### src/hw/rtl/pes_pkg.sv
// shared types, codes and widths for the pwm expander init and refresh sequencer
// no dependencies; pes_div and the top level refer to it by scoped names
package pes_pkg;

    localparam int CHANNELS = 16;
    localparam int OSC_HZ   = 25000000;

    localparam int FREQ_W = 11;
    localparam int MODE_W = 2;
    localparam int CHIN_W = 5;
    localparam int VAL_W  = 13;
    localparam int CNT_W  = 5;
    localparam int BYTE_W = 8;
    localparam int ST_W   = 2;
    localparam int STEP_W = 3;
    localparam int K_W    = 4;
    localparam int CH_W   = (CHANNELS > 1) ? $clog2(CHANNELS) : 1;

    // prescale = floor(osc / (4096 * f)) - 1 = floor(floor(osc / 4096) / f) - 1
    localparam int DIVIDEND = OSC_HZ / 4096;
    localparam int DVD_W    = $clog2(DIVIDEND + 1);
    localparam int DCNT_W   = $clog2(DVD_W + 1);
    localparam logic [FREQ_W-1:0] DEFAULT_FREQ = FREQ_W'(60);

    localparam logic [VAL_W-1:0] VAL_UNSET = '1;

    localparam logic [BYTE_W-1:0] REG_MODE1    = 8'h00;
    localparam logic [BYTE_W-1:0] REG_MODE2    = 8'h01;
    localparam logic [BYTE_W-1:0] REG_CH0      = 8'h06;
    localparam logic [BYTE_W-1:0] REG_ALL_ON_L = 8'hFA;
    localparam logic [BYTE_W-1:0] REG_PRESCALE = 8'hFE;
    localparam logic [BYTE_W-1:0] BIT_RESTART  = 8'h80;
    localparam logic [BYTE_W-1:0] BIT_SLEEP    = 8'h10;
    localparam logic [BYTE_W-1:0] BIT_OUTDRV   = 8'h04;
    localparam logic [BYTE_W-1:0] BIT_ALLCALL  = 8'h01;

    localparam logic [STEP_W-1:0] STEP_CLEAR    = 3'd0;
    localparam logic [STEP_W-1:0] STEP_READ     = 3'd1;
    localparam logic [STEP_W-1:0] STEP_RESTART  = 3'd2;
    localparam logic [STEP_W-1:0] STEP_PRESCALE = 3'd3;
    localparam logic [STEP_W-1:0] STEP_WAKE     = 3'd4;
    localparam logic [STEP_W-1:0] STEP_FINISHED = 3'd5;

    typedef enum logic [MODE_W-1:0] {
        MODE_REQUEST = 2'd0,
        MODE_REPLY   = 2'd1,
        MODE_SET     = 2'd2,
        MODE_GET     = 2'd3
    } mode_t;

    typedef enum logic [ST_W-1:0] {
        ST_SUCCESS       = 2'd0,
        ST_COMPLETED     = 2'd1,
        ST_NOT_CONNECTED = 2'd2,
        ST_FAILED        = 2'd3
    } status_t;

    typedef enum logic [2:0] {
        S_IDLE,
        S_SINGLE,
        S_GET_WAIT,
        S_SCAN,
        S_DIV,
        S_EMIT
    } state_t;

    // which byte sequence the emitter walks through
    typedef enum logic [2:0] {
        K_CLEAR,
        K_READ,
        K_RESTART,
        K_PRESCALE,
        K_CHANNEL
    } kind_t;

    typedef struct packed {
        logic                done;
        logic [BYTE_W-1:0]   prescale;
    } div_res_t;

endpackage

### src/hw/rtl/pes_ram.sv
// generic single write port, single read port ram with registered read
// no dependencies
module pes_ram #(
    parameter int WIDTH = 8,
    parameter int DEPTH = 16
) (
    input  logic                                       clk,
    input  logic                                       we,
    input  logic [((DEPTH > 1) ? $clog2(DEPTH) : 1)-1:0] waddr,
    input  logic [WIDTH-1:0]                           wdata,
    input  logic [((DEPTH > 1) ? $clog2(DEPTH) : 1)-1:0] raddr,
    output logic [WIDTH-1:0]                           rdata
);

    logic [WIDTH-1:0] mem [DEPTH];
    logic [WIDTH-1:0] rdata_reg;

    always_ff @(posedge clk)
    begin
        if (we)
        begin
            mem[waddr] <= wdata;
        end
        rdata_reg <= mem[raddr];
    end

    assign rdata = rdata_reg;

endmodule

### src/hw/rtl/pes_div.sv
// bit-serial restoring divider for the prescale value, one quotient bit a cycle
// depends on pes_pkg
module pes_div (
    input  logic                          clk,
    input  logic                          rst_n,
    input  logic                          start,
    input  logic [pes_pkg::FREQ_W-1:0]    divisor,
    output pes_pkg::div_res_t             res
);

    logic                          busy_reg, busy_next;
    logic                          done_reg, done_next;
    logic [pes_pkg::DCNT_W-1:0]    cnt_reg, cnt_next;
    logic [pes_pkg::FREQ_W-1:0]    rem_reg, rem_next;
    logic [pes_pkg::FREQ_W-1:0]    dsr_reg, dsr_next;
    logic [pes_pkg::DVD_W-1:0]     quo_reg, quo_next;
    logic [pes_pkg::FREQ_W:0]      trial;
    logic [pes_pkg::FREQ_W:0]      diff;
    logic                          fits;
    logic [pes_pkg::DVD_W-1:0]     quo_m1;

    // shift in the next dividend bit and try a subtract
    assign trial = {rem_reg, quo_reg[pes_pkg::DVD_W-1]};
    assign fits  = trial >= {1'b0, dsr_reg};
    assign diff  = trial - {1'b0, dsr_reg};

    always_comb
    begin
        busy_next = busy_reg;
        done_next = 1'b0;
        cnt_next  = cnt_reg;
        rem_next  = rem_reg;
        dsr_next  = dsr_reg;
        quo_next  = quo_reg;
        if (start)
        begin
            busy_next = 1'b1;
            cnt_next  = '0;
            rem_next  = '0;
            dsr_next  = divisor;
            quo_next  = pes_pkg::DVD_W'(pes_pkg::DIVIDEND);
        end
        else if (busy_reg)
        begin
            rem_next = fits ? diff[pes_pkg::FREQ_W-1:0] : trial[pes_pkg::FREQ_W-1:0];
            quo_next = {quo_reg[pes_pkg::DVD_W-2:0], fits};
            cnt_next = cnt_reg + 1'b1;
            if (cnt_reg == pes_pkg::DCNT_W'(pes_pkg::DVD_W - 1))
            begin
                busy_next = 1'b0;
                done_next = 1'b1;
            end
        end
    end

    always_ff @(posedge clk or negedge rst_n)
    begin
        if (!rst_n)
        begin
            busy_reg <= 1'b0;
            done_reg <= 1'b0;
            cnt_reg  <= '0;
        end
        else
        begin
            busy_reg <= busy_next;
            done_reg <= done_next;
            cnt_reg  <= cnt_next;
        end
    end

    always_ff @(posedge clk)
    begin
        rem_reg <= rem_next;
        dsr_reg <= dsr_next;
        quo_reg <= quo_next;
    end

    // quotient minus one, held to 0..255
    assign quo_m1 = quo_reg - 1'b1;

    always_comb
    begin
        res.done = done_reg;
        if (quo_reg == '0)
        begin
            res.prescale = '0;
        end
        else if (quo_m1 > pes_pkg::DVD_W'(255))
        begin
            res.prescale = 8'hFF;
        end
        else
        begin
            res.prescale = quo_m1[pes_pkg::BYTE_W-1:0];
        end
    end

endmodule

### src/hw/rtl/pwm_expander_init_and_refresh_sequencer_unit.sv
// top level of the pwm expander init and refresh sequencer
// depends on pes_pkg, pes_ram (channel value store) and pes_div (prescale divider)
//
//  channel   ports                                        handshake
//  -------   -------------------------------------------  -------------------------------
//  config    freq_hz_we, freq_hz                          write when we high, no wait
//  item in   start, busy, mode, channel, channel_value,   taken when start && !busy
//            reply_count, reply_data
//  item out  result_strobe, out_byte, byte_valid,         one result per cycle, no stall
//            bus_read, last_byte, status, read_value
//
// items: reply and set give one result; get also waits on a store read when it can read the store;
// a start-up request emits its bytes (12 at most, one empty item when the mode read went unanswered),
// the prescale step runs the divider, then 6 bytes; a refresh request checks up to 16
// channels (one ram read a cycle), then emits 8 bytes or one empty item
// reset: control state clears; per-channel valid bits make an unwritten channel read as not set
// the receiver cannot stall: results go out one per cycle from the emit state
module pwm_expander_init_and_refresh_sequencer_unit (
    input  logic                               clk,
    input  logic                               rst_n,
    input  logic                               freq_hz_we,
    input  logic [pes_pkg::FREQ_W-1:0]         freq_hz,
    input  logic                               start,
    output logic                               busy,
    input  logic [pes_pkg::MODE_W-1:0]         mode,
    input  logic [pes_pkg::CHIN_W-1:0]         channel,
    input  logic signed [pes_pkg::VAL_W-1:0]   channel_value,
    input  logic [pes_pkg::CNT_W-1:0]          reply_count,
    input  logic [pes_pkg::BYTE_W-1:0]         reply_data,
    output logic                               result_strobe,
    output logic [pes_pkg::BYTE_W-1:0]         out_byte,
    output logic                               byte_valid,
    output logic                               bus_read,
    output logic                               last_byte,
    output logic [pes_pkg::ST_W-1:0]           status,
    output logic signed [pes_pkg::VAL_W-1:0]   read_value
);

    // sequencer state
    pes_pkg::state_t                   state_reg, state_next;
    pes_pkg::kind_t                    kind_reg, kind_next;
    pes_pkg::status_t                  status_reg, status_next;
    logic [pes_pkg::K_W-1:0]           k_reg, k_next;        // byte index being emitted
    logic [pes_pkg::K_W-1:0]           n_reg, n_next;        // index of the last byte
    logic                              rd_reg, rd_next;
    logic [pes_pkg::VAL_W-1:0]         rv_reg, rv_next;
    logic                              gvalid_reg, gvalid_next;
    logic [pes_pkg::CH_W:0]            left_reg, left_next;  // channels left to check
    logic                              wrap_reg, wrap_next;
    logic [pes_pkg::VAL_W-1:0]         val_reg, val_next;
    logic [pes_pkg::BYTE_W-1:0]        base_reg, base_next;

    // architectural state
    logic [pes_pkg::FREQ_W-1:0]        freq_reg, freq_next;
    logic [pes_pkg::STEP_W-1:0]        step_reg, step_next;
    logic [pes_pkg::CH_W-1:0]          sp_reg, sp_next;      // rotating scan pointer
    logic [pes_pkg::BYTE_W-1:0]        saved_reg, saved_next;
    logic [pes_pkg::BYTE_W-1:0]        held_reg, held_next;
    logic                              present_reg, present_next;
    logic [pes_pkg::CHANNELS-1:0]      valid_reg, valid_next;

    logic                              accept;
    logic                              ch_ok;
    logic [pes_pkg::CH_W-1:0]          ch_idx;
    logic                              finished;
    logic                              p_last;
    logic [pes_pkg::CH_W-1:0]          p_inc;
    logic                              found;
    logic                              ram_we;
    logic [pes_pkg::CH_W-1:0]          ram_raddr;
    logic [pes_pkg::VAL_W-1:0]         ram_rdata;
    logic                              div_start;
    logic [pes_pkg::FREQ_W-1:0]        div_divisor;
    pes_pkg::div_res_t                 div_res;
    logic [pes_pkg::BYTE_W-1:0]        emit_byte;

    assign busy     = state_reg != pes_pkg::S_IDLE;
    assign accept   = start && !busy;
    assign ch_ok    = channel < pes_pkg::CHIN_W'(pes_pkg::CHANNELS);
    assign ch_idx   = channel[pes_pkg::CH_W-1:0];
    assign finished = step_reg >= pes_pkg::STEP_FINISHED;

    // scan pointer advance with wrap at the channel count
    assign p_last = sp_reg == pes_pkg::CH_W'(pes_pkg::CHANNELS - 1);
    assign p_inc  = p_last ? '0 : sp_reg + 1'b1;
    // a channel holds a value when written and not negative
    assign found  = valid_reg[sp_reg] && !ram_rdata[pes_pkg::VAL_W-1];

    // read the next channel while checking the current one
    assign ram_raddr = (state_reg == pes_pkg::S_SCAN) ? p_inc :
                       (mode == pes_pkg::MODE_GET)    ? ch_idx : sp_reg;
    assign ram_we    = accept && (mode == pes_pkg::MODE_SET) && ch_ok;

    pes_ram #(
        .WIDTH (pes_pkg::VAL_W),
        .DEPTH (pes_pkg::CHANNELS)
    ) u_values (
        .clk   (clk),
        .we    (ram_we),
        .waddr (ch_idx),
        .wdata (channel_value),
        .raddr (ram_raddr),
        .rdata (ram_rdata)
    );

    assign div_start   = accept && (mode == pes_pkg::MODE_REQUEST)
                         && (step_reg == pes_pkg::STEP_PRESCALE);
    assign div_divisor = (freq_reg == '0) ? pes_pkg::DEFAULT_FREQ : freq_reg;

    pes_div u_div (
        .clk     (clk),
        .rst_n   (rst_n),
        .start   (div_start),
        .divisor (div_divisor),
        .res     (div_res)
    );

    // next state
    always_comb
    begin
        state_next = state_reg;
        case (state_reg)
            pes_pkg::S_IDLE:
            begin
                if (accept)
                begin
                    case (mode)
                        pes_pkg::MODE_REPLY,
                        pes_pkg::MODE_SET:
                        begin
                            state_next = pes_pkg::S_SINGLE;
                        end
                        pes_pkg::MODE_GET:
                        begin
                            state_next = (ch_ok && step_reg == pes_pkg::STEP_FINISHED)
                                         ? pes_pkg::S_GET_WAIT : pes_pkg::S_SINGLE;
                        end
                        default:
                        begin
                            if (finished)
                            begin
                                state_next = pes_pkg::S_SCAN;
                            end
                            else if (step_reg == pes_pkg::STEP_RESTART && !present_reg)
                            begin
                                state_next = pes_pkg::S_SINGLE;
                            end
                            else if (step_reg == pes_pkg::STEP_PRESCALE)
                            begin
                                state_next = pes_pkg::S_DIV;
                            end
                            else
                            begin
                                state_next = pes_pkg::S_EMIT;
                            end
                        end
                    endcase
                end
            end
            pes_pkg::S_GET_WAIT:
            begin
                state_next = pes_pkg::S_SINGLE;
            end
            pes_pkg::S_SINGLE:
            begin
                state_next = pes_pkg::S_IDLE;
            end
            pes_pkg::S_DIV:
            begin
                if (div_res.done)
                begin
                    state_next = pes_pkg::S_EMIT;
                end
            end
            pes_pkg::S_SCAN:
            begin
                if (found)
                begin
                    state_next = pes_pkg::S_EMIT;
                end
                else if (left_reg == (pes_pkg::CH_W + 1)'(1))
                begin
                    state_next = pes_pkg::S_SINGLE;
                end
            end
            pes_pkg::S_EMIT:
            begin
                if (k_reg == n_reg)
                begin
                    state_next = pes_pkg::S_IDLE;
                end
            end
            default:
            begin
                state_next = pes_pkg::S_IDLE;
            end
        endcase
    end

    // datapath registers
    always_comb
    begin
        kind_next    = kind_reg;
        status_next  = status_reg;
        k_next       = k_reg;
        n_next       = n_reg;
        rd_next      = rd_reg;
        rv_next      = rv_reg;
        gvalid_next  = gvalid_reg;
        left_next    = left_reg;
        wrap_next    = wrap_reg;
        val_next     = val_reg;
        base_next    = base_reg;
        freq_next    = freq_hz_we ? freq_hz : freq_reg;
        step_next    = step_reg;
        sp_next      = sp_reg;
        saved_next   = saved_reg;
        held_next    = held_reg;
        present_next = present_reg;
        valid_next   = valid_reg;

        case (state_reg)
            pes_pkg::S_IDLE:
            begin
                if (accept)
                begin
                    k_next  = '0;
                    rd_next = 1'b0;
                    rv_next = '0;
                    case (mode)
                        pes_pkg::MODE_REPLY:
                        begin
                            // only a one or two byte reply counts
                            if (reply_count >= pes_pkg::CNT_W'(1)
                                && reply_count <= pes_pkg::CNT_W'(2))
                            begin
                                held_next    = reply_data;
                                present_next = 1'b1;
                            end
                            status_next = pes_pkg::ST_COMPLETED;
                        end
                        pes_pkg::MODE_SET:
                        begin
                            if (!ch_ok)
                            begin
                                status_next = pes_pkg::ST_FAILED;
                            end
                            else
                            begin
                                valid_next[ch_idx] = 1'b1;
                                status_next = (step_reg == pes_pkg::STEP_FINISHED)
                                              ? pes_pkg::ST_SUCCESS
                                              : pes_pkg::ST_NOT_CONNECTED;
                            end
                        end
                        pes_pkg::MODE_GET:
                        begin
                            status_next = pes_pkg::ST_SUCCESS;
                            rv_next     = pes_pkg::VAL_UNSET;
                            gvalid_next = valid_reg[ch_idx];
                        end
                        default:
                        begin
                            status_next = pes_pkg::ST_SUCCESS;
                            case (step_reg)
                                pes_pkg::STEP_CLEAR:
                                begin
                                    kind_next = pes_pkg::K_CLEAR;
                                    n_next    = pes_pkg::K_W'(11);
                                    step_next = pes_pkg::STEP_READ;
                                end
                                pes_pkg::STEP_READ:
                                begin
                                    kind_next    = pes_pkg::K_READ;
                                    n_next       = pes_pkg::K_W'(1);
                                    rd_next      = 1'b1;
                                    present_next = 1'b0;
                                    step_next    = pes_pkg::STEP_RESTART;
                                end
                                pes_pkg::STEP_RESTART:
                                begin
                                    if (!present_reg)
                                    begin
                                        // device never answered the mode read
                                        status_next = pes_pkg::ST_NOT_CONNECTED;
                                        step_next   = pes_pkg::STEP_CLEAR;
                                    end
                                    else
                                    begin
                                        saved_next = held_reg & ~pes_pkg::BIT_RESTART;
                                        kind_next  = pes_pkg::K_RESTART;
                                        n_next     = pes_pkg::K_W'(1);
                                        step_next  = pes_pkg::STEP_PRESCALE;
                                    end
                                end
                                pes_pkg::STEP_PRESCALE:
                                begin
                                    kind_next = pes_pkg::K_PRESCALE;
                                    n_next    = pes_pkg::K_W'(5);
                                    step_next = pes_pkg::STEP_WAKE;
                                end
                                pes_pkg::STEP_WAKE:
                                begin
                                    kind_next = pes_pkg::K_RESTART;
                                    n_next    = pes_pkg::K_W'(1);
                                    step_next = pes_pkg::STEP_FINISHED;
                                end
                                default:
                                begin
                                    // refresh scan
                                    left_next = (pes_pkg::CH_W + 1)'(pes_pkg::CHANNELS);
                                    wrap_next = 1'b0;
                                end
                            endcase
                        end
                    endcase
                end
            end
            pes_pkg::S_GET_WAIT:
            begin
                rv_next = gvalid_reg ? ram_rdata : pes_pkg::VAL_UNSET;
            end
            pes_pkg::S_SCAN:
            begin
                sp_next   = p_inc;
                left_next = left_reg - 1'b1;
                wrap_next = wrap_reg || p_last;
                if (found)
                begin
                    kind_next   = pes_pkg::K_CHANNEL;
                    n_next      = pes_pkg::K_W'(7);
                    val_next    = ram_rdata;
                    base_next   = pes_pkg::BYTE_W'({sp_reg, 2'b00}) + pes_pkg::REG_CH0;
                    status_next = (wrap_reg || p_last) ? pes_pkg::ST_COMPLETED
                                                       : pes_pkg::ST_SUCCESS;
                end
                else
                begin
                    // nothing set anywhere: the scan went all the way round
                    status_next = pes_pkg::ST_COMPLETED;
                end
            end
            pes_pkg::S_EMIT:
            begin
                k_next = k_reg + 1'b1;
            end
            default:
            begin
            end
        endcase
    end

    always_ff @(posedge clk or negedge rst_n)
    begin
        if (!rst_n)
        begin
            state_reg   <= pes_pkg::S_IDLE;
            freq_reg    <= '0;
            step_reg    <= pes_pkg::STEP_CLEAR;
            sp_reg      <= '0;
            saved_reg   <= '0;
            held_reg    <= '0;
            present_reg <= 1'b0;
            valid_reg   <= '0;
            k_reg       <= '0;
            n_reg       <= '0;
            left_reg    <= '0;
        end
        else
        begin
            state_reg   <= state_next;
            freq_reg    <= freq_next;
            step_reg    <= step_next;
            sp_reg      <= sp_next;
            saved_reg   <= saved_next;
            held_reg    <= held_next;
            present_reg <= present_next;
            valid_reg   <= valid_next;
            k_reg       <= k_next;
            n_reg       <= n_next;
            left_reg    <= left_next;
        end
    end

    always_ff @(posedge clk)
    begin
        kind_reg   <= kind_next;
        status_reg <= status_next;
        rd_reg     <= rd_next;
        rv_reg     <= rv_next;
        gvalid_reg <= gvalid_next;
        wrap_reg   <= wrap_next;
        val_reg    <= val_next;
        base_reg   <= base_next;
    end

    // byte at index k of the current sequence
    always_comb
    begin
        emit_byte = '0;
        case (kind_reg)
            pes_pkg::K_CLEAR:
            begin
                // four all-led registers zeroed, then mode2 and mode1
                if (k_reg < pes_pkg::K_W'(8))
                begin
                    emit_byte = k_reg[0] ? '0
                              : pes_pkg::REG_ALL_ON_L + pes_pkg::BYTE_W'(k_reg[2:1]);
                end
                else
                begin
                    case (k_reg[1:0])
                        2'd0:    emit_byte = pes_pkg::REG_MODE2;
                        2'd1:    emit_byte = pes_pkg::BIT_OUTDRV;
                        2'd2:    emit_byte = pes_pkg::REG_MODE1;
                        default: emit_byte = pes_pkg::BIT_ALLCALL;
                    endcase
                end
            end
            pes_pkg::K_READ:
            begin
                emit_byte = k_reg[0] ? pes_pkg::REG_MODE2 : pes_pkg::REG_MODE1;
            end
            pes_pkg::K_RESTART:
            begin
                emit_byte = k_reg[0] ? (pes_pkg::BIT_RESTART | saved_reg) : pes_pkg::REG_MODE1;
            end
            pes_pkg::K_PRESCALE:
            begin
                case (k_reg)
                    pes_pkg::K_W'(0): emit_byte = pes_pkg::REG_MODE1;
                    pes_pkg::K_W'(1): emit_byte = pes_pkg::BIT_SLEEP | saved_reg;
                    pes_pkg::K_W'(2): emit_byte = pes_pkg::REG_PRESCALE;
                    pes_pkg::K_W'(3): emit_byte = div_res.prescale;
                    pes_pkg::K_W'(4): emit_byte = pes_pkg::REG_MODE1;
                    default:          emit_byte = saved_reg;
                endcase
            end
            pes_pkg::K_CHANNEL:
            begin
                // on low, on high, off low, off high
                if (!k_reg[0])
                begin
                    emit_byte = base_reg + pes_pkg::BYTE_W'(k_reg[2:1]);
                end
                else
                begin
                    case (k_reg[2:1])
                        2'd2:    emit_byte = val_reg[7:0];
                        2'd3:    emit_byte = pes_pkg::BYTE_W'(val_reg[pes_pkg::VAL_W-1:8]);
                        default: emit_byte = '0;
                    endcase
                end
            end
            default:
            begin
                emit_byte = '0;
            end
        endcase
    end

    // result ports
    always_comb
    begin
        result_strobe = 1'b0;
        out_byte      = '0;
        byte_valid    = 1'b0;
        bus_read      = 1'b0;
        last_byte     = 1'b0;
        status        = '0;
        read_value    = '0;
        case (state_reg)
            pes_pkg::S_SINGLE:
            begin
                result_strobe = 1'b1;
                last_byte     = 1'b1;
                status        = status_reg;
                read_value    = rv_reg;
            end
            pes_pkg::S_EMIT:
            begin
                result_strobe = 1'b1;
                out_byte      = emit_byte;
                byte_valid    = 1'b1;
                bus_read      = rd_reg;
                last_byte     = k_reg == n_reg;
                status        = status_reg;
            end
            default:
            begin
            end
        endcase
    end

    // results only come out while an item is in flight
    a_strobe_busy: assert property (@(posedge clk) disable iff (!rst_n)
        result_strobe |-> busy)
        else $error("result strobe while idle");

    // after the last result of an item the block is ready again
    a_last_idle: assert property (@(posedge clk) disable iff (!rst_n)
        (result_strobe && last_byte) |=> !busy)
        else $error("block still busy after last result");

    // an empty result is always the only one of its item
    a_empty_last: assert property (@(posedge clk) disable iff (!rst_n)
        (result_strobe && !byte_valid) |-> last_byte)
        else $error("empty result not marked last");

    // the start-up step never passes finished
    a_step_range: assert property (@(posedge clk) disable iff (!rst_n)
        step_reg <= pes_pkg::STEP_FINISHED)
        else $error("start-up step out of range");

    // the prescale byte is only sent once the divider has finished
    a_div_done: assert property (@(posedge clk) disable iff (!rst_n)
        (state_reg == pes_pkg::S_DIV && div_res.done) |=> state_reg == pes_pkg::S_EMIT)
        else $error("divider result not followed by emit");

endmodule
### config.mk
export PLATFORM = sky130hd
export DESIGN_NAME = pwm_expander_init_and_refresh_sequencer_unit
export DESIGN_NICKNAME = d
export VERILOG_FILES = /design/src/hw/rtl/pes_pkg.sv /design/src/hw/rtl/pes_ram.sv /design/src/hw/rtl/pes_div.sv /design/src/hw/rtl/pwm_expander_init_and_refresh_sequencer_unit.sv
export SDC_FILE = /design/constraint.sdc
export NUM_CORES = 1
export LEC_CHECK = 0
export ABC_CLOCK_PERIOD_IN_PS = 3400
export BUFFER_PORTS_ARGS = -buffer_cell sky130_fd_sc_hd__buf_2
export CAP_MARGIN = 40
export CELL_PAD_IN_SITES_DETAIL_PLACEMENT = 1
export CELL_PAD_IN_SITES_GLOBAL_PLACEMENT = 2
export CORE_ASPECT_RATIO = 0.6
export CORE_MARGIN = 2
export CORE_UTILIZATION = 44
export CTS_CLUSTER_DIAMETER = 100
export CTS_CLUSTER_SIZE = 10
export DETAILED_ROUTE_END_ITERATION = 16
export PLACE_DENSITY = 0.79
export SLEW_MARGIN = 5
export SYNTH_ARGS = -nofsm -noshare
export SYNTH_HDL_FRONTEND = slang
export SYNTH_SLANG_ARGS = --single-unit
### constraint.sdc
create_clock -name clk -period 3.4 [get_ports clk]
set_clock_uncertainty 0.2 [all_clocks]
set_input_delay 0.17 -clock clk [delete_from_list [all_inputs] [get_ports clk]]
set_output_delay 0.17 -clock clk [all_outputs]
set_load 0.005 [all_outputs]
==> results.md, run 1 <==
* DR WL/cell at 22.23 um
* Syn-to-layout area delta at 18.60%
* ANT nets after route at 0
* Post-synthesis cell area at 0.01631 mm^2
* Top FF cell, synth: edfxtp_1
* DRC Markers at 0
* Starting Density at 44.79%
* EDFF count, synth at about 260
* Worst-Skew Late Latency at between 500 and 600 ps
* Global-route wire length before repair at approximately 66000 um
* Worst path bufs/invs at 1
* Gr usage total at 22.47%
* CP max stage cell: or4_4
* Hold WC Path Type: input port to asynchronous set/reset pin
* Syn_area_per_cell at roughly 13 um^2
* Unrepaired setup endpoints after global routing: false
* PD cells at 620.3 mW/mm^2
* Die H at approximately 150 um
* Final Util at between 50% and 60%
* Critical path class: flip-flop to primary output
* DP HPWL at 28740 um
* Max Cap Viol at 0
* Die ar. at 0.03868 mm^2
* Sink Count at 366
* Worst-Margin Slew at just under 800 ps
* Total setup buffers inserted after CTS at 0
* Initial antenna violation count at 1
* Fillers at around 3600
* Async SR Flop Fraction at 19.40%
* Num CTS Buffers at 42
* Total wire length at between 40000 and 50000 um
* Vias per cell at ~5.5
* Largest net degree at the start of global routing at 50
* Cells after Synth at 1253
* Largest family of logic cells by synthesized area: multiplexers
* Syn Nets at roughly 1300
* CTS tree: done
* Gpl congestion at 0.8357
* Worst hold margin at around 12 ps
* Max reg flops at ~210
* Crit path launch type: flip-flop
* Seq/Total Area, Yosys at a little over three fifths
* Clock-pin slew on the worst setup and hold paths at 60 ps
* CP cell instances: or4_4 -> or3_4 -> nor3_1 -> or3_1 -> o21bai_2 -> a21oi_1 -> o21a_1 -> buf_2
* Worst Reg2Reg Path Length in Cells at 9
* Fmax at approximately 0.31 GHz
* Vias at around 11000
* Nets at 1488
* Final TNS setup at 0 ps
* Row cnt at 54
* XOR/XNOR Fraction of Synth Area at under 10%
* Synth Area in Compound Gates at between 7 and 8%
* Post-synth top cells: edfxtp_1 (258), mux2i_1 (156), nor2_1 (98)
* Max Buffers Root-to-Sink at 3
* Ports at 76
* Count of final setup violators at 0
* Final min period at 3201 ps
* Fraction of layout cells with a size suffix above 1 at between 15 and 20%
* #FFs+latches synth at between 300 and 400
* Top cells by area, synth: edfxtp_1 (47%), dfrtp_1 (11%), mux2i_1 (9.6%), dfxtp_1 (4.5%), nor2_1 (2.3%)
* Largest area contributor in the netlist: edfxtp_1
* Yosys warns at 0
* Inst Count DP at around 1800
* GRT Residual Overflow at 0
* Required @ worst endpoint at between 3000 and 4000 ps
* Crit path max-delay family: simple AND/OR/NAND/NOR gates
* Mux share of post-synthesis cell area at about 13%
* Worst path depth at 8
* Die W at 252.6 um
* Crit end category: primary output
* Yosys top cell area share at 47.49%
* Port bufs at 74
* Core Area at approximately 0.036 mm^2
* Lkg Pwr at 7.230 nW
* Number of H-tree levels at 2
* Final slew viol count at 0
* Area share of fa/ha/maj cells after synthesis at 2.194%
* Final Hold Fails at 0
* CP Max Fanout at 7
* Non-Filler Instances at between 1500 and 2000
* DRT iter0 DRCs at ~770
* Tcrit/Tclk final at ~94%
* Drt pass-1 iters at 7
* Most common cell in the netlist: edfxtp_1
* Worst VDD drop at ~0.33 mV
* Simple-Gate Fraction of Synth Area at between 10% and 20%
* Status: complete, no violations
* Relative slew slack at between 40 and 50%
* Clock Tree Root: clkbuf_16
* Ant. Diodes at 0
* Vias in the first global route at 10830
* Worst Path Arrival at 2830 ps
* Post-synth cell types at 69
* Crit path largest cell delay at between 500 and 600 ps
[power breakdown]
group	total, mW	internal [mW]	switching, mW
sequential	5.53	5.14	0.387
combinational	2.29	0.989	1.31
clock	4.18	2.42	1.76
total	12.0	8.55	3.46
[kinds of logic after synthesis]
group                      after synthesis
xor gates and xnor gates                26
AOI/OAI and AO/OA                      204
DFF                                    366
buffers and inverters                  107
and+or+nand+nor                        331
adders and majority gates               28
muxes                                  191
[per-layer routing]
| metal | part of all wire (%) | wire (um) | up-vias | GRT usage (%) |
|---|---|---|---|---|
| li1 | - | - | 4959 | - |
| met1 | 52 | 22340 | 5357 | 36.00 |
| met2 | 42 | 17800 | 221 | 31.86 |
| met3 | 4.4 | 1885 | 54 | 3.576 |
| met4 | 1.6 | 676 | 0 | 4.790 |
| met5 | 0 | 0 | - | 0 |
[placed cells by master (no fill, tap or decap), drive strengths merged, types with 23 or more instances in the layout]
| master | count |
|---|---|
| dfrtp | 71 |
| buf | 129 |
| dlygate4sd3 | 51 |
| o22ai | 39 |
| mux2 | 25 |
| nor3 | 23 |
| edfxtp | 258 |
| o21ai | 43 |
| a21oi | 63 |
| inv | 40 |
| clkbuf | 75 |
| nand2 | 65 |
| nand3 | 26 |
| dfxtp | 37 |
| mux2i | 156 |
| nor2 | 98 |
| ha | 27 |
[per-stage QoR]
| stage | cell area, um^2 | power (mW) | worst slack, ps |
|---|---|---|---|
| 6_report | 19350 | 12.00 | 198.7 |
| 5_1_grt | 19350 | 12.60 | 65.78 |
| 4_1_cts | 19330 | 12.09 | 59.13 |
| 3_5_place_dp | 17570 | 7.814 | 350.8 |
| 3_3_place_gp | 17550 | 7.731 | 407.1 |
| 2_1_floorplan | 16310 | 7.053 | 326.0 |
[final timing paths]
kind	start	end	slack (ps)
hold reg to reg	u_values.rdata[6]	val_reg[6]	250
max in group asynchronous	rst_n	freq_reg[8]	2300
min in group clk	channel[0]	valid_reg[4]	50
setup / recovery	u_div.quo_reg[2]	out_byte[6]	200
setup reg to reg	sp_reg[0]	u_values.rdata[12]	350
hold / removal	rst_n	saved_reg[1]	10
[timing repair]
item | CTS | global route
resized for setup | 2 | 5
hold endpoints to repair | 289 | 0
hold buffers | 51 | 0
endpoints found under the setup margin | 5 | 4
[layout make-up]
type / instances / area (um^2) / share of cell area [%]
clock inverter: 2 / 32.53 / 0.1681
clock buffer: 75 / 1217 / 6.292
inverter: 42 / 163.9 / 0.8472
sequential: 366 / 10270 / 53.07
tap: 476 / 595.6 / 3.078
timing repair buffer: 180 / 1434 / 7.411
multi-input combinational: 780 / 5637 / 29.13
No activity file was read; power rests on OpenSTA's default activity.
==> run 2, diff against run 1 <==
--- a/config.mk
+++ b/config.mk
@@ -18,3 +18,4 @@
 export DETAILED_ROUTE_END_ITERATION = 16
-export PLACE_DENSITY = 0.79
+export PLACE_DENSITY = 0.89
+export SKIP_LAST_GASP = 1
 export SLEW_MARGIN = 5
--- a/constraint.sdc
+++ b/constraint.sdc
@@ -4,2 +4,2 @@
 set_output_delay 0.17 -clock clk [all_outputs]
-set_load 0.005 [all_outputs]
+set_load 0.01 [all_outputs]
==> run 2 against run 1 <==
Wire length up 2.6%. Global-route usage is 0.36 points higher. Sequential power hardly changed. Non-clock buffer count decreased by 3. Final cell count about the same. Total power rose by 0.72%. Sequential cell count stayed put. First-iteration DRC count increased by 7.8%. Largest cell class unchanged. Highest routed layer unchanged.
==> results.md, run 2 (synthesis gave the netlist of run 1 again) <==
* Status: complete, no violations (unchanged)
* Crit path launch type: flip-flop (unchanged)
* Ports at 76 (unchanged)
* Fillers at 3623 (was 3619)
* Vias per cell at 5.630 (was 5.513)
* Fmax at 0.3112 GHz (was 0.3124 GHz)
* Worst VDD drop at 0.3584 mV (was 0.3279 mV)
* Global-route wire length before repair at 67560 um (was 66230 um)
* Gpl congestion at 0.8258 (was 0.8357)
* DRT iter0 DRCs at 833 (was 773)
* CTS tree: done (unchanged)
* Max reg flops at 208 (unchanged)
* Final slew viol count at 0 (unchanged)
* Port bufs at 74 (unchanged)
* GRT Residual Overflow at 0 (unchanged)
* Final Cell Area at 0.01931 mm^2 (was 0.01935 mm^2)
* Flop-to-flop setup slack at 400 ps (was 350 ps)
* DP HPWL at 29140 um (was 28740 um)
* Commonest non-fill, non-tap cell in the layout: edfxtp_1 (unchanged)
* Core Area at 0.03642 mm^2 (unchanged)
* Critical path class: flip-flop to primary output (unchanged)
* Most frequent cells in the layout: edfxtp_1 (258), mux2i_1 (156), nor2_1 (97), buf_2 (73), dfrtp_1 (70) (was edfxtp_1 (258), mux2i_1 (156), nor2_1 (97), buf_2 (73), dfrtp_1 (69))
* Placed Instance Area at 0.01749 mm^2 (was 0.01757 mm^2)
* DRC Markers at 0 (unchanged)
* PD cells at 625.8 mW/mm^2 (was 620.3 mW/mm^2)
* CP Max Fanout at 7 (unchanged)
* Crit end category: primary output (unchanged)
* Count of final setup violators at 0 (unchanged)
* Largest net degree at the start of global routing at 60 (was 50)
* Comb power frac at 19.5% (was 19.1%)
* ANT nets after route at 0 (unchanged)
* Number of H-tree levels at 2 (unchanged)
* Nets at 1485 (was 1488)
* Power Internal at 8.524 mW (was 8.546 mW)
* Num CTS Buffers at 42 (unchanged)
* Max Buffers Root-to-Sink at 3 (unchanged)
* Worst-Skew Late Latency at 550 ps (about the same)
* Starting Density at 44.79% (unchanged)
* Clock share of power at 34.8% (about the same)
* Initial antenna violation count at 1 (unchanged)
* Die W at 252.6 um (unchanged)
* Sequential Power Share at 45.7% (was 46.0%)
* Fraction of layout cells with a size suffix above 1 at 17.33% (was 17.58%)
* Final Hold Fails at 0 (unchanged)
* Total wire length at 43820 um (was 42700 um)
* Gr usage total at 22.82% (was 22.47%)
* Lkg Pwr at 7.211 nW (was 7.230 nW)
* Final TNS setup at 0 ps (unchanged)
* Switching part of the total power at 29.48% (was 28.79%)
* Hold WC Path Type: input port to flip-flop (was input port to asynchronous set/reset pin)
* Vias in the first global route at 11270 (was 10830)
* Drt pass-1 iters at 5 (was 7)
* Die ar. at 0.03868 mm^2 (unchanged)
* Worst Path Arrival at 2840 ps (was 2830 ps)
* Switching power at 3.564 mW (was 3.455 mW)
* Max Cap Viol at 0 (unchanged)
* Row cnt at 54 (unchanged)
* Required @ worst endpoint at 3030 ps (about the same)
* Worst-Margin Slew at 890.9 ps (was 787.8 ps)
* Clock-pin slew on the worst setup and hold paths at 60 ps (about the same)
* Syn-to-layout area delta at 18.39% (was 18.60%)
* Die H at 153.2 um (unchanged)
* Relative slew slack at 40.38% (was 47.29%)
* Vias at 10820 (was 10590)
* DR WL/cell at 22.80 um (was 22.23 um)
* Tcrit/Tclk final at 94.51% (was 94.15%)
* Sink Count at 366 (unchanged)
* Clock Tree Root: clkbuf_16 (unchanged)
* Unrepaired setup endpoints after global routing: false (unchanged)
* Final min period at 3213 ps (was 3201 ps)
-- run 2: layout make-up --
class                      instances  area, um^2  share of cell area, %
antenna                            3       7.507                0.03887
clock buffer                      75        1196                  6.193
clock inverter                     3       58.81                 0.3045
sequential                       366       10270                  53.16
timing repair buffer             177        1378                  7.133
inverter                          42       166.4                 0.8616
tap                              476       595.6                  3.084
multi-input combinational        780        5645                  29.23
-- run 2: timing repair --
action                                 CTS  global route
hold buffers                            53             0
buffers inserted                         0             0
gates resized for setup                  1             7
endpoints found under the hold margin  310             0
setup endpoints to repair                1             8
-- run 2: final timing paths --
| kind | from | endpoint | cells past startpoint |
|---|---|---|---|
| min in group asynchronous | rst_n | held_reg[0] | 4 |
| hold / removal | channel[0] | valid_reg[4] | 3 |
| setup reg to reg | state_reg[0] | u_values.rdata[1] | 9 |
| hold reg to reg | u_values.rdata[11] | val_reg[11] | 0 |
| setup / recovery | u_div.quo_reg[2] | out_byte[3] | 8 |
| max in group asynchronous | rst_n | held_reg[4] | 4 |
-- run 2: power groups by stage --
stage | registers (mW) | logic, mW | clock network [mW]
2_1_floorplan | 5.42 | 1.65 | 0
3_3_place_gp | 5.57 | 2.13 | 0
3_5_place_dp | 5.60 | 2.23 | 0
4_1_cts | 5.51 | 2.31 | 4.27
5_1_grt | 5.57 | 2.62 | 4.44
6_report | 5.53 | 2.35 | 4.21
-- run 2: layer usage --
layer	GRT usage (%)	routed length [um]	vias to the layer above
met5	0	0	-
met2	33.80	19210	276
li1	-	-	4974
met4	5.664	959	0
met1	34.77	21400	5507
met3	4.019	2238	64
-- run 2: through the flow --
stage	power (mW)	cells	hold WS, ps	setup WS [ps]	util (%)
3_5_place_dp	7.831	1787	-162.8	471.8	48.01
4_1_cts	12.10	1918	17.22	25.67	52.92
5_1_grt	12.64	1920	74.49	11.25	53.02
2_1_floorplan	7.072	1253	-325.6	326.0	-
3_3_place_gp	7.703	1784	162.0	277.5	47.89
6_report	12.09	1922	43.66	186.6	53.03
-- run 2: worst max-delay path: stages, from the launching register on --
cell	delay [ps]
dfxtp_1	380
or4_4	570
or3_4	390
a21o_1	180
nand2_1	70
nand2_1	100
a211oi_2	360
o21ai_1	90
buf_2	150
==> run 3, diff against run 2 <==
BUFFER_PORTS_ARGS = -buffer_cell sky130_fd_sc_hd__clkbuf_2   (was -buffer_cell sky130_fd_sc_hd__buf_2)
==> run 3 against run 2 <==
Clock power shrank 1%. Maximum frequency shrank 1.7%. Largest cell class unchanged. Cell area shrank 0.14%. Largest power group unchanged.
==> results.md, run 3 (synthesis gave the netlist of run 1 again) <==
* PD cells at 623.8 mW/mm^2 (was 625.8 mW/mm^2)
* Worst Path Arrival at 2900 ps (was 2840 ps)
* Vias in the first global route at 11190 (was 11270)
* Most frequent CP cell: nand2_1 (unchanged)
* Core Area at 0.03642 mm^2 (unchanged)
* Area occupied by multi-input gates at 0.005632 mm^2 (was 0.005645 mm^2)
* Number of H-tree levels at 2 (unchanged)
* Initial antenna violation count at 0 (was 1)
* DR WL/cell at 22.45 um (was 22.80 um)
* FF/Latch Area at 0.01026 mm^2 (was 0.01027 mm^2)
* Max Cap Viol at 0 (unchanged)
* Final Cell Area at 0.01929 mm^2 (was 0.01931 mm^2)
* Ports at 76 (unchanged)
* Commonest non-fill, non-tap cell in the layout: edfxtp_1 (unchanged)
* Gpl congestion at 0.8222 (was 0.8258)
* Count of final setup violators at 0 (unchanged)
* Final Hold Fails at 0 (unchanged)
* CP cell instances: or4_4 -> or3_1 -> a21o_1 -> nand2_1 -> nand2_1 -> a211oi_2 -> o21ai_1 -> clkbuf_2 (was or4_4 -> or3_4 -> a21o_1 -> nand2_1 -> nand2_1 -> a211oi_2 -> o21ai_1 -> buf_2)
* Total wire length at 43110 um (was 43820 um)
* Clock-pin slew on the worst setup and hold paths at 50 ps (was 60 ps)
* Syn-to-layout area delta at 18.23% (was 18.39%)
* DP HPWL at 28540 um (was 29140 um)
* Worst-Skew Late Latency at 550 ps (about the same)
* Placed Instance Area at 0.01748 mm^2 (was 0.01749 mm^2)
* Required @ worst endpoint at 3030 ps (about the same)
* Worst-Margin Slew at 809.4 ps (was 890.9 ps)
* Sink Count at 366 (unchanged)
* GRT Residual Overflow at 0 (unchanged)
* Port bufs at 74 (unchanged)
* Largest net degree at the start of global routing at 61 (was 60)
* Hold WC Path Type: input port to flip-flop (unchanged)
* DRC Markers at 0 (unchanged)
* DRT iter0 DRCs at 817 (was 833)
* Crit end category: primary output (unchanged)
* Most frequent cells in the layout: edfxtp_1 (258), mux2i_1 (156), nor2_1 (97), clkbuf_2 (73), dfrtp_1 (71) (was edfxtp_1 (258), mux2i_1 (156), nor2_1 (97), buf_2 (73), dfrtp_1 (70))
* Die H at 153.2 um (unchanged)
* Tcrit/Tclk final at 96.11% (was 94.51%)
* Die ar. at 0.03868 mm^2 (unchanged)
* Nets at 1486 (was 1485)
* Lkg Pwr at 7.204 nW (was 7.211 nW)
* Worst VDD drop at 0.3421 mV (was 0.3584 mV)
* Worst path bufs/invs at 1 (unchanged)
* ANT nets after route at 0 (unchanged)
* Status: complete, no violations (unchanged)
* Unrepaired setup endpoints after global routing: true (was false)
* Vias per cell at 5.636 (was 5.630)
* Ant. Diodes at 0 (was 3)
* Crit path largest cell delay at 570 ps (about the same)
* Fraction of layout cells with a size suffix above 1 at 17.11% (was 17.33%)
* Die W at 252.6 um (unchanged)
* Max Buffers Root-to-Sink at 3 (unchanged)
* Row cnt at 54 (unchanged)
* Relative slew slack at 46.04% (was 40.38%)
* Max reg flops at 208 (unchanged)
* Final TNS setup at 0 ps (unchanged)
* Final min period at 3268 ps (was 3213 ps)
* Final slew viol count at 0 (unchanged)
* Gr usage total at 22.62% (was 22.82%)
* Num CTS Buffers at 42 (unchanged)
* Clock Tree Root: clkbuf_16 (unchanged)
* Drt pass-1 iters at 5 (unchanged)
* Fmax at 0.3060 GHz (was 0.3112 GHz)
* CTS tree: done (unchanged)
* Global-route wire length before repair at 66760 um (was 67560 um)
* CP max stage cell: or4_4 (unchanged)
* Crit path launch type: flip-flop (unchanged)
* CP Max Fanout at 7 (unchanged)
* Critical path class: flip-flop to primary output (unchanged)
* Crit path max-delay family: simple AND/OR/NAND/NOR gates (unchanged)
* Total setup buffers inserted after CTS at 0 (unchanged)
* Fillers at 3640 (was 3623)
* Starting Density at 44.79% (unchanged)
* Vias at 10820 (about the same)
==> run 3: cell count changes in the layout (fill, tap and decap cells not counted), sizes merged <==
cell / delta
buf: -71
clkbuf: +74
diode: -3
clkinvlp: -1
dlygate4sd3: -1
==> run 3: repair_timing <==
item	in CTS	in global routing
gates resized for setup	0	3
endpoints found under the hold margin	294	2
endpoints found under the setup margin	0	4
hold buffers	51	1
==> run 3: final cells by class <==
cell class | count | area share, %
multi-input cells | 780 | 29.20
well taps | 476 | 3.088
clock buffers | 76 | 6.332
flip-flops and latches | 366 | 53.22
clock inverters | 2 | 0.1492
inverters | 42 | 0.8433
repair buffers | 178 | 7.168
==> run 3: metrics by stage <==
step	cells	utilization, %	worst slack (ps)	power, mW	hold WS, ps
after floorplan	1253	-	326.0	7.072	-325.6
after global placement	1786	47.93	263.6	7.716	103.2
after detailed placement	1789	48.00	368.9	7.828	127.5
after CTS	1918	52.83	58.82	12.08	78.94
after global routing	1920	52.96	-50.98	12.63	157.2
final	1920	52.96	132.1	12.03	106.9
==> run 3: power by group <==
| group | total, mW | internal [mW] | leakage [nW] | switching (mW) |
|---|---|---|---|---|
| clock network | 4.17 | 2.43 | 0.594 | 1.75 |
| logic | 2.36 | 0.991 | 3.06 | 1.37 |
| registers | 5.49 | 5.14 | 3.55 | 0.358 |
==> run 3: routing by layer <==
layer  global-route usage [%]  share of wire (%)  vias to the layer above
met5                        0                  0                        -
met4                    4.452                1.4                        0
met3                    3.253                5.0                       46
met2                    33.92                 44                      267
met1                    35.06                 49                     5543
li1                         -                  -                     4966
==> run 3: worst min-delay path, cell delays in order <==
cell and delay (ps):
clkbuf_2 130, ha_1 270, nor3_1 110, a21oi_1 120
==> run 3: worst paths after layout <==
path / depth (start not counted) / slack [ps] / end / startpoint
worst min-delay path: 4 / 110 / present_reg / mode[1]
worst max-delay path: 8 / 130 / out_byte[3] / u_div.quo_reg[2]
worst min register to register: 0 / 270 / val_reg[5] / u_values.rdata[5]
worst max register to register: 11 / 330 / u_div.rem_reg[9] / u_div.quo_reg[12]
min in group asynchronous: 4 / 500 / saved_reg[6] / rst_n
max in group asynchronous: 5 / 1940 / valid_reg[10] / rst_n
